[config.mk]
export PLATFORM = sky130hd
export DESIGN_NAME = dwg_mac
export DESIGN_NICKNAME = d
export VERILOG_FILES = /design/src/damped_wave_grid_step_unit_macros.svh /design/src/dwg_pkg.sv /design/src/dwg_mac.sv
export SDC_FILE = /design/constraint.sdc
export NUM_CORES = 1
export LEC_CHECK = 0
export ABC_CLOCK_PERIOD_IN_PS = 7350
export BUFFER_PORTS_ARGS = -buffer_cell sky130_fd_sc_hd__buf_2
export CAP_MARGIN = 20
export CORE_ASPECT_RATIO = 1.2
export CORE_MARGIN = 2
export CORE_UTILIZATION = 30
export DETAILED_ROUTE_END_ITERATION = 12
export GPL_TIMING_DRIVEN = 0
export REMOVE_ABC_BUFFERS = 1
export SETUP_SLACK_MARGIN = 0.3
export SYNTH_ARGS = -nofsm -noshare
export SYNTH_HDL_FRONTEND = slang
export SYNTH_SLANG_ARGS = --single-unit
[constraint.sdc]
create_clock -name i_clk -period 7.35 [get_ports i_clk]
set_input_delay 0.3675 -clock i_clk [delete_from_list [all_inputs] [get_ports i_clk]]
set_output_delay 0.3675 -clock i_clk [all_outputs]
set_load 0.1 [all_outputs]
[src/damped_wave_grid_step_unit_macros.svh]
// ----------------------------------------------------------------------------
// Assertion macros for the damped wave grid step unit
// Immediate-implication and next-cycle-implication checks on the system clock.
// ----------------------------------------------------------------------------
`ifndef DAMPED_WAVE_GRID_STEP_UNIT_MACROS_SVH
`define DAMPED_WAVE_GRID_STEP_UNIT_MACROS_SVH

`ifndef NO_ASSERTIONS
// Consequent must hold in the same cycle as the antecedent.
`define DWG_ASSERT_SAME(label, ante, cons) \
    label: assert property (@(posedge i_clk) disable iff (!i_rst_n) (ante) |-> (cons)) \
        else $error("dwg assertion failed");
// Consequent must hold in the cycle after the antecedent.
`define DWG_ASSERT_NEXT(label, ante, cons) \
    label: assert property (@(posedge i_clk) disable iff (!i_rst_n) (ante) |=> (cons)) \
        else $error("dwg assertion failed");
`else
`define DWG_ASSERT_SAME(label, ante, cons)
`define DWG_ASSERT_NEXT(label, ante, cons)
`endif

`endif

[src/dwg_pkg.sv]
// ----------------------------------------------------------------------------
// dwg_pkg
// Shared constants, codes and types of the damped wave grid step unit.
// ----------------------------------------------------------------------------
`timescale 1ns / 1ps

package dwg_pkg;

    // Grid geometry: cell (row, col) lives at row*MAX_GRID + col.
    localparam int MAX_GRID  = 128;
    localparam int GRID_BITS = $clog2(MAX_GRID);
    localparam int CELLS     = MAX_GRID * MAX_GRID;
    localparam int CELL_BITS = $clog2(CELLS);
    localparam int SIDE_BITS = 8;
    localparam int MIN_GRID  = 3;

    // Arithmetic widths.
    localparam int HEIGHT_BITS = 16;
    localparam int COEF_BITS   = 16;
    localparam int FRAC_BITS   = 14;
    localparam int SUM_BITS    = HEIGHT_BITS + 2;
    localparam int PROD_BITS   = COEF_BITS + SUM_BITS;
    localparam int ACC_BITS    = PROD_BITS + 2;
    localparam int CFG_BITS    = 16;
    localparam int CFG_IDX_BITS = 3;

    // Configuration register indexes.
    localparam logic [CFG_IDX_BITS-1:0] CFG_GRID    = 3'd0;
    localparam logic [CFG_IDX_BITS-1:0] CFG_COEF_A  = 3'd1;
    localparam logic [CFG_IDX_BITS-1:0] CFG_COEF_B  = 3'd2;
    localparam logic [CFG_IDX_BITS-1:0] CFG_COEF_C  = 3'd3;
    localparam logic [CFG_IDX_BITS-1:0] CFG_HONOUR  = 3'd4;

    typedef enum logic [1:0] {
        OP_WRITE = 2'd0,
        OP_DROP  = 2'd1,
        OP_STEP  = 2'd2,
        OP_READ  = 2'd3
    } t_op;

    typedef enum logic [1:0] {
        STAT_OK     = 2'd0,
        STAT_RANGE  = 2'd1,
        STAT_BORDER = 2'd2,
        STAT_SAT    = 2'd3
    } t_status;

    typedef enum logic [3:0] {
        S_CLEAR, S_IDLE, S_OP_RD, S_OP_EXE,
        S_SRD, S_SCTR, S_SUP, S_SDN, S_SLF, S_SRT, S_SMB, S_SMC, S_SACC, S_SWR,
        S_DONE
    } t_state;

    // Control of the shared multiply-accumulate unit.
    typedef struct packed {
        logic mul_en;
        logic acc_load;
        logic acc_add;
    } t_mac_ctl;

endpackage

[src/dwg_mac.sv]
// ----------------------------------------------------------------------------
// dwg_mac
// Shared multiply-accumulate unit with Q2.14 rounding and height saturation.
// ----------------------------------------------------------------------------
`timescale 1ns / 1ps

module dwg_mac (
    input  logic                                i_clk,
    input  dwg_pkg::t_mac_ctl                   i_ctl,
    input  logic signed [dwg_pkg::COEF_BITS-1:0] i_coef,
    input  logic signed [dwg_pkg::SUM_BITS-1:0]  i_data,
    output logic signed [dwg_pkg::HEIGHT_BITS-1:0] o_result,
    output logic                                o_sat
);
    import dwg_pkg::*;

    localparam int RND_BITS = ACC_BITS - FRAC_BITS;

    logic signed [PROD_BITS-1:0] r_prod;
    logic signed [ACC_BITS-1:0]  r_acc;
    logic signed [ACC_BITS-1:0]  n_acc;
    logic signed [ACC_BITS-1:0]  biased;
    logic signed [RND_BITS-1:0]  rounded;
    logic signed [RND_BITS-1:0]  h_max;
    logic signed [RND_BITS-1:0]  h_min;

    // The product is registered before it is summed.
    always_ff @(posedge i_clk) begin
        if (i_ctl.mul_en) begin
            r_prod <= i_coef * i_data;
        end
        r_acc <= n_acc;
    end

    // Accumulator load or add.
    always_comb begin
        n_acc = r_acc;
        if (i_ctl.acc_load) begin
            n_acc = ACC_BITS'(r_prod);
        end else if (i_ctl.acc_add) begin
            n_acc = r_acc + ACC_BITS'(r_prod);
        end
    end

    // Round half up by adding half an LSB and flooring, then saturate.
    always_comb begin
        biased  = r_acc + ACC_BITS'(1 <<< (FRAC_BITS - 1));
        rounded = RND_BITS'(biased >>> FRAC_BITS);
        h_max   = RND_BITS'((1 <<< (HEIGHT_BITS - 1)) - 1);
        h_min   = -h_max - RND_BITS'(1);
        o_sat   = 1'b1;
        if (rounded > h_max) begin
            o_result = {1'b0, {(HEIGHT_BITS-1){1'b1}}};
        end else if (rounded < h_min) begin
            o_result = {1'b1, {(HEIGHT_BITS-1){1'b0}}};
        end else begin
            o_result = rounded[HEIGHT_BITS-1:0];
            o_sat    = 1'b0;
        end
    end

endmodule

==> out/results.ini, run 1 <==
[layout]
area_growth_pct=8.10
final_cell_mix=345 x inv_1, 291 x fa_1, 208 x nand2_1, 142 x and2_1, 122 x ha_1
final_nets=2174
diodes=0
final_common_cell=inv_1
drive_above_1_share=0.0492

[cts]
clk_latency_ns=0.34
clkSinkCount=70
clock-root-buffer=clkbuf_16
htreeDepth=3
clkTransAtPathRegs_ns=0.05
cts_buffer_depth=2
cts_made_buffers=9
hold_buffers=0
cts_tree=done
post_cts_buffers=0
cts-resized-gates=0

[floorplanning]
pin_count=55
dieArea_um2=54300
core_area_um2=51600
initial_utilization=0.305
die_height_um=255
fp.dieW_um=213
row_count=91

[setup_path]
crit_type=in -> reg
end_kind=register
rrSetupSlack_ns=4.07
cp.arrival_ns=6.71
path_max_fanout=17
timing.rr.end=r_acc[28]
reg2reg_depth=12
required_ns=7.44
timing.rr.start=r_prod[0]
start_kind=input pin

[yosys]
yosys.area.top_type=fa_1
synth_area_leaders=fa_1 37%, edfxtp_1 13%, ha_1 9.7%, inv_1 8.2%, and2_1 5.6%
yosysUniqueCellTypes=65
yosys_most_used_dff=edfxtp_1
avgSynthCellArea_um2=9.20
ys_ff_latch=70
yosysWarningCount=0
netlist_area_um2=15700
async_flop_share=0
synth_edf_count=70
ys_seq_area_frac=0.134
postSynthCellCount=1710
yosysTopAreaCellShare=0.370

[routing]
ant_nets=0
drt_wl_total_um=37800
routedWlPerCell_um=15.6
drtPass1Iterations=5
vias=11500
routed_via_density=4.73
drc=0
met2_wirelength_um=19700
drtIter0Drc=477
top_layer_used=met4
met3WireLength_um=1540
met1Wirelength_um=15700

[hold_path]
min-delay-start=i_ctl[1]
hold_class=in -> reg
holdPathEnd=r_acc[29]
whs_path_depth=2

[timing]
worstMarginPinSlew_ns=0.907
fmax_mhz=151
tns_ns=0
final_max_slew_viol_count=0
slew-limit-headroom=0.396
hold_ws_ns=0.511
finalCritPeriodShare=0.902
finalHoldViolCount=0
finalSetupViolCount=0
period_minus_slack_ns=6.63
rsz0062_at_grt=false
skew_ns=0.00518

[status]
status=finished, final reports clean

[grt]
grt_overflow=0
grt_pass1_vias=12700
grt_start_max_net_pins=60
grt_usage=0.149
grt_pass1_wl_um=63900
antenna_found_initial=0

[job]
drv_cap=0

[placement]
io_buffer_count=54
place_congestion=0.839
hpwlAfterDp_um=30500

routing by layer:
| layer | track usage | up-vias |
|---|---|---|
| met5 | 0 | - |
| met4 | 0.0460 | 0 |
| met3 | 0.0163 | 56 |
| met2 | 0.279 | 245 |
| met1 | 0.177 | 5771 |
| li1 | - | 5397 |
cells in the mapped netlist (all sizes together), types with 44 or more instances:
master	n
a21o	45
a21oi	53
and2	142
clkbuf	47
edfxtp	70
fa	291
ha	122
inv	345
nand2	208
nor2	58
o21ai	63
xnor2	44
critical path, stage by stage:
cell and delay [ns]:
buf_2 0.11, clkinv_1 0.48, nor2_1 0.29, fa_1 0.47, fa_1 0.48, fa_1 0.53
fa_1 0.52, fa_1 0.54, inv_1 0.05, fa_1 0.54, inv_1 0.04, ha_1 0.36
a21o_1 0.18, a21o_1 0.17, a21o_1 0.17, a21o_1 0.17, a21o_1 0.18, a221o_1 0.42
a211o_1 0.33, a31oi_2 0.20, xnor2_1 0.10
layout make-up:
| cell class | count | area [um^2] |
|---|---|---|
| Sequential cell | 70 | 2100 |
| Inverter | 346 | 1300 |
| Timing Repair Buffer | 55 | 290 |
| Fill cell | 5300 | 34600 |
| Multi-Input combinational cell | 1241 | 12100 |
| Clock inverter | 6 | 87.6 |
| Clock buffer | 9 | 225 |
| Tap cell | 697 | 872 |
flip-flops by register name, indices dropped and copies added (netlist names):
signal / count
r_acc: 36
r_prod: 34
how the worst max path moves through the flow:
stage	to	depth (start not counted)	from	slack (ns)
after floorplan	r_prod[29]	20	i_coef[15]	1.11
after global placement	r_prod[32]	20	i_coef[15]	0.40
after detailed placement	r_prod[29]	21	i_coef[15]	0.35
after CTS	r_prod[29]	21	i_coef[15]	0.70
after global routing	r_prod[29]	21	i_coef[15]	0.34
final	r_prod[29]	21	i_coef[15]	0.72
per-stage QoR:
stage	setup slack (ns)	utilization	area [um^2]	cells
global route	0.344	0.330	17000	2424
floorplan	1.11	-	15500	1657
CTS	0.701	0.330	17000	2424
detailed placement	0.346	0.324	16700	2409
global placement	0.404	0.323	16700	2408
finish	0.721	0.330	17000	2424
logic make-up (layout without fill, tap and decap cells):
logic type,Yosys count,after routing,share of synthesized area
AO/OA/AOI/OAI,233,233,0.0967
buffers and inverters,399,416,0.0954
adder cells (fa/ha/maj),413,413,0.467
flip-flops,70,70,0.134
XOR/XNOR,75,75,0.0418
AND/OR/NAND/NOR,513,513,0.161
multiplexers,7,7,0.00461
Power of run 1 is left out: the tool's default activity adds up to more than one toggle a clock period on the data nets, which glitch-free logic cannot reach.
==> run 2, diff against run 1 <==
ABC_CLOCK_PERIOD_IN_PS = 7400   (was 7350)
CORE_MARGIN = not set   (was 2)
clock period = 7.4 ns   (was 7.35 ns; I/O delays follow)
==> run 2 against run 1 <==
  * Clock-buffer cell count did not move
  * Setup slack gained 0.013 ns
  * Critical endpoint unchanged
  * Clock skew up 0.0020 ns
  * Largest cell class unchanged
  * Non-clock buffer count is the same
==> out/results.ini, run 2 (same netlist as run 1, synthesis figures left out) <==
[cts]
clkTransAtPathRegs_ns=0.06
cts_made_buffers=9
htreeDepth=3
cts_tree=done
clkSinkCount=70
post_cts_buffers=0
cts_buffer_depth=2
clk_latency_ns=0.35
clock-root-buffer=clkbuf_16
cts-resized-gates=0
hold_buffers=0

[layout]
largest_register_ffs=36
diodes=0
area_growth_pct=8.00
final_common_cell=inv_1
fillers=5323
drive_above_1_share=0.0498
regMostFlops=r_acc
reg_top3=r_acc x36, r_prod x34
layout.cells.non_filler=2425
final_nets=2174
utilization=0.329
final_cell_mix=345 x inv_1, 291 x fa_1, 208 x nand2_1, 142 x and2_1, 122 x ha_1

[status]
status=finished, final reports clean

[job]
drv_cap=0

[floorplanning]
pin_count=55
die_height_um=253
fp.dieW_um=211
dieArea_um2=53400
core_area_um2=51600
row_count=91
initial_utilization=0.305

[routing]
routedWlPerCell_um=15.3
vias=11300
drtPass1Iterations=5
drt_wl_total_um=37200
ant_nets=0
routed_via_density=4.68
drtIter0Drc=405
drc=0

[hold_path]
whs_path_depth=2
hold_class=in -> reg

[timing]
fmax_mhz=150
finalHoldViolCount=0
rsz0062_at_grt=false
finalCritPeriodShare=0.901
skew_ns=0.00722
worstMarginPinSlew_ns=0.940
period_minus_slack_ns=6.67
finalSetupViolCount=0
tns_ns=0
final_max_slew_viol_count=0
slew-limit-headroom=0.374

[grt]
grt_pass1_wl_um=63600
use_met3=0.0112
met1_usage=0.180
grt_pass1_vias=12700
grt_use_met2=0.278
grt_start_max_net_pins=58
antenna_found_initial=0
busiest_layer=met2
grt_overflow=0
grt_usage=0.150

[setup_path]
cp.arrival_ns=6.76
start_kind=input pin
required_ns=7.50
end_kind=register
crit_type=in -> reg
path_max_fanout=17
reg2reg_depth=12

[placement]
io_buffer_count=54
hpwlAfterDp_um=30300
place_congestion=0.819
dp_cells=2409

==> run 2: final timing paths <==
path              start  slack, ns         end
min            i_ctl[1]       0.52   r_acc[29]
max reg2reg   r_prod[0]       3.98   r_acc[28]
min reg2reg   r_prod[3]       0.57    r_acc[3]
max          i_coef[15]       0.73  r_prod[29]
==> run 2: layer usage <==
layer  wire (um)  vias to the layer above
met5           0                        -
met1       16000                     5692
met3         984                       57
li1            -                     5397
met4         968                        0
met2       19200                      193
==> run 2: through the flow <==
stage                     cell area [um^2]  hold slack, ns  worst slack (ns)
final                                17000           0.520             0.734
after global routing                 17000           0.538             0.452
after CTS                            17000           0.507             0.748
after detailed placement             16700           0.553             0.376
after global placement               16700           0.546             0.465
after floorplan                      15500           0.482              1.15
==> run 2: final cells by class <==
type	count	area (um^2)	share of cell area
repair buffers	55	290	0.0171
flip-flops and latches	70	2100	0.124
clock buffers	9	225	0.0133
well taps	697	872	0.0513
multi-input cells	1241	12100	0.714
clock inverters	7	72.6	0.00427
inverters	346	1300	0.0765
==> run 2: worst max-delay path, cell delays in order <==
cell and delay, ns:
buf_2 0.12, clkinv_1 0.49, nor2_1 0.31, fa_1 0.48, fa_1 0.53, fa_1 0.50
fa_1 0.51, fa_1 0.55, inv_1 0.05, fa_1 0.52, inv_1 0.04, ha_1 0.35
a21o_1 0.18, a21o_1 0.18, a21o_1 0.18, a21o_1 0.18, a21o_1 0.18, a221o_1 0.43
a211o_1 0.33, a31oi_2 0.19, xnor2_1 0.08
Power of run 2 is left out for the same reason.
==> run 3, diff against run 2 <==
CORE_UTILIZATION = 55   (was 30)
CTS_BUF_LIST = sky130_fd_sc_hd__clkbuf_4 sky130_fd_sc_hd__clkbuf_8   (was not set)
PLACE_DENSITY = 0.72   (was not set)
==> run 3 against run 2 <==
  * Clock skew is 0.0066 ns higher
  * First-iteration DRC count rose by 51%
  * Critical path depth is the same
  * Cell area fell by 3.1%
==> out/results.ini, run 3 (same netlist as run 1, synthesis figures left out) <==
[status]
status=finished, final reports clean

[timing]
fmax_mhz=152
finalCritPeriodShare=0.890
skew_ns=0.0138
finalHoldViolCount=0
tns_ns=0
finalSetupViolCount=0
final_max_slew_viol_count=0
rsz0062_at_grt=false
worstMarginPinSlew_ns=0.924
slew-limit-headroom=0.384
hold_ws_ns=0.561
period_minus_slack_ns=6.59

[setup_path]
end_kind=register
worstPathCellList=buf_2 -> clkinv_1 -> nor2_1 -> fa_1 -> fa_1 -> fa_1 -> fa_1 -> fa_1 -> inv_1 -> fa_1 -> inv_1 -> ha_1 -> a21o_1 -> a21o_1 -> a21o_1 -> a21o_1 -> a21o_1 -> a221o_1 -> a311oi_1 -> nor3_1 -> xnor2_1
crit_slowest_cell=fa_1
crit_type=in -> reg
critPathMaxStageDelay_ns=0.55
crit_buf_inv=4
reg2reg_depth=12
critPathTopFamily=adder cells
path_depth=21
cp.arrival_ns=6.69
required_ns=7.50
path_max_fanout=17
crit_top_cell=fa_1
start_kind=input pin

[cts]
htreeDepth=3
cts_buffer_depth=2
clk_latency_ns=0.36
cts_made_buffers=9
clkTransAtPathRegs_ns=0.07
post_cts_buffers=0
hold_buffers=0
cts-resized-gates=0
clkSinkCount=70
cts_tree=done
clock-root-buffer=clkbuf_8

[grt]
grt_overflow=0
grt_start_max_net_pins=44
grt_usage=0.241
antenna_found_initial=0
grt_pass1_vias=12100
grt_pass1_wl_um=56800

[floorplanning]
fp.dieW_um=156
die_height_um=187
core_area_um2=28000
dieArea_um2=29300
initial_utilization=0.562
row_count=67
pin_count=55

[layout]
reg_top3=r_acc x36, r_prod x34
largest_register_ffs=36
regMostFlops=r_acc
fillers=2455
final_common_cell=inv_1
area_growth_pct=4.63
final_cell_mix=345 x inv_1, 291 x fa_1, 208 x nand2_1, 142 x and2_1, 122 x ha_1
final_nets=2174
drive_above_1_share=0.0492
diodes=0

[placement]
place_congestion=0.888
hpwlAfterDp_um=27000
io_buffer_count=54

[routing]
vias=11300
ant_nets=0
drtPass1Iterations=5
drc=0
drt_wl_total_um=32400
routedWlPerCell_um=15.4
drtIter0Drc=610
routed_via_density=5.37

[hold_path]
whs_path_depth=2
hold_class=reg -> reg

[job]
drv_cap=0

-- run 3: cell types whose count changed in the layout (fill, tap and decap cells not counted), sizes merged --
cell and change:
clkinvlp -1, clkbuf +2, inv -1, bufinv -1, clkinv +1
-- run 3: through the flow --
stage | util | cells | setup slack, ns | cell area, um^2
after floorplan | - | 1657 | 1.15 | 15500
after global placement | 0.581 | 2090 | 0.510 | 16300
after detailed placement | 0.582 | 2091 | 0.444 | 16300
after CTS | 0.588 | 2107 | 0.824 | 16500
after global routing | 0.588 | 2107 | 0.463 | 16500
final | 0.588 | 2107 | 0.811 | 16500
-- run 3: path summary, 6_finish.rpt --
| check | to | from | slack, ns |
|---|---|---|---|
| hold reg to reg | r_acc[20] | r_prod[20] | 0.56 |
| hold / removal | r_acc[20] | r_prod[20] | 0.56 |
| setup / recovery | r_prod[33] | i_coef[15] | 0.81 |
| setup reg to reg | r_acc[28] | r_prod[0] | 4.10 |
-- run 3: worst register-to-register path, cell delays in order, from the launching register on --
cell       delay, ns
edfxtp_1        0.35
ha_1            0.17
inv_1           0.05
fa_1            0.41
nor2b_1         0.17
o211ai_1        0.17
a31oi_1         0.34
o21ai_1         0.18
a21boi_1        0.31
o41a_1          0.24
and3b_1         0.19
a41o_1          0.21
a2111oi_2       0.33
-- run 3: layout make-up --
cell class | instances | area [um^2] | area share
inverter | 346 | 1300 | 0.0789
tap | 379 | 474 | 0.0288
timing repair buffer | 55 | 290 | 0.0176
sequential | 70 | 2100 | 0.128
clock buffer | 11 | 139 | 0.00844
clock inverter | 5 | 26.3 | 0.00160
multi-input combinational | 1241 | 12100 | 0.737
-- run 3: metal layers --
metal  GRT usage  vias up  part of all wire
met2       0.423      268              0.49
met3      0.0246       29             0.049
li1            -     5401                 -
met1       0.321     5611              0.45
met5           0        -                 0
met4      0.0524        0             0.011
Power of run 3 is left out for the same reason.
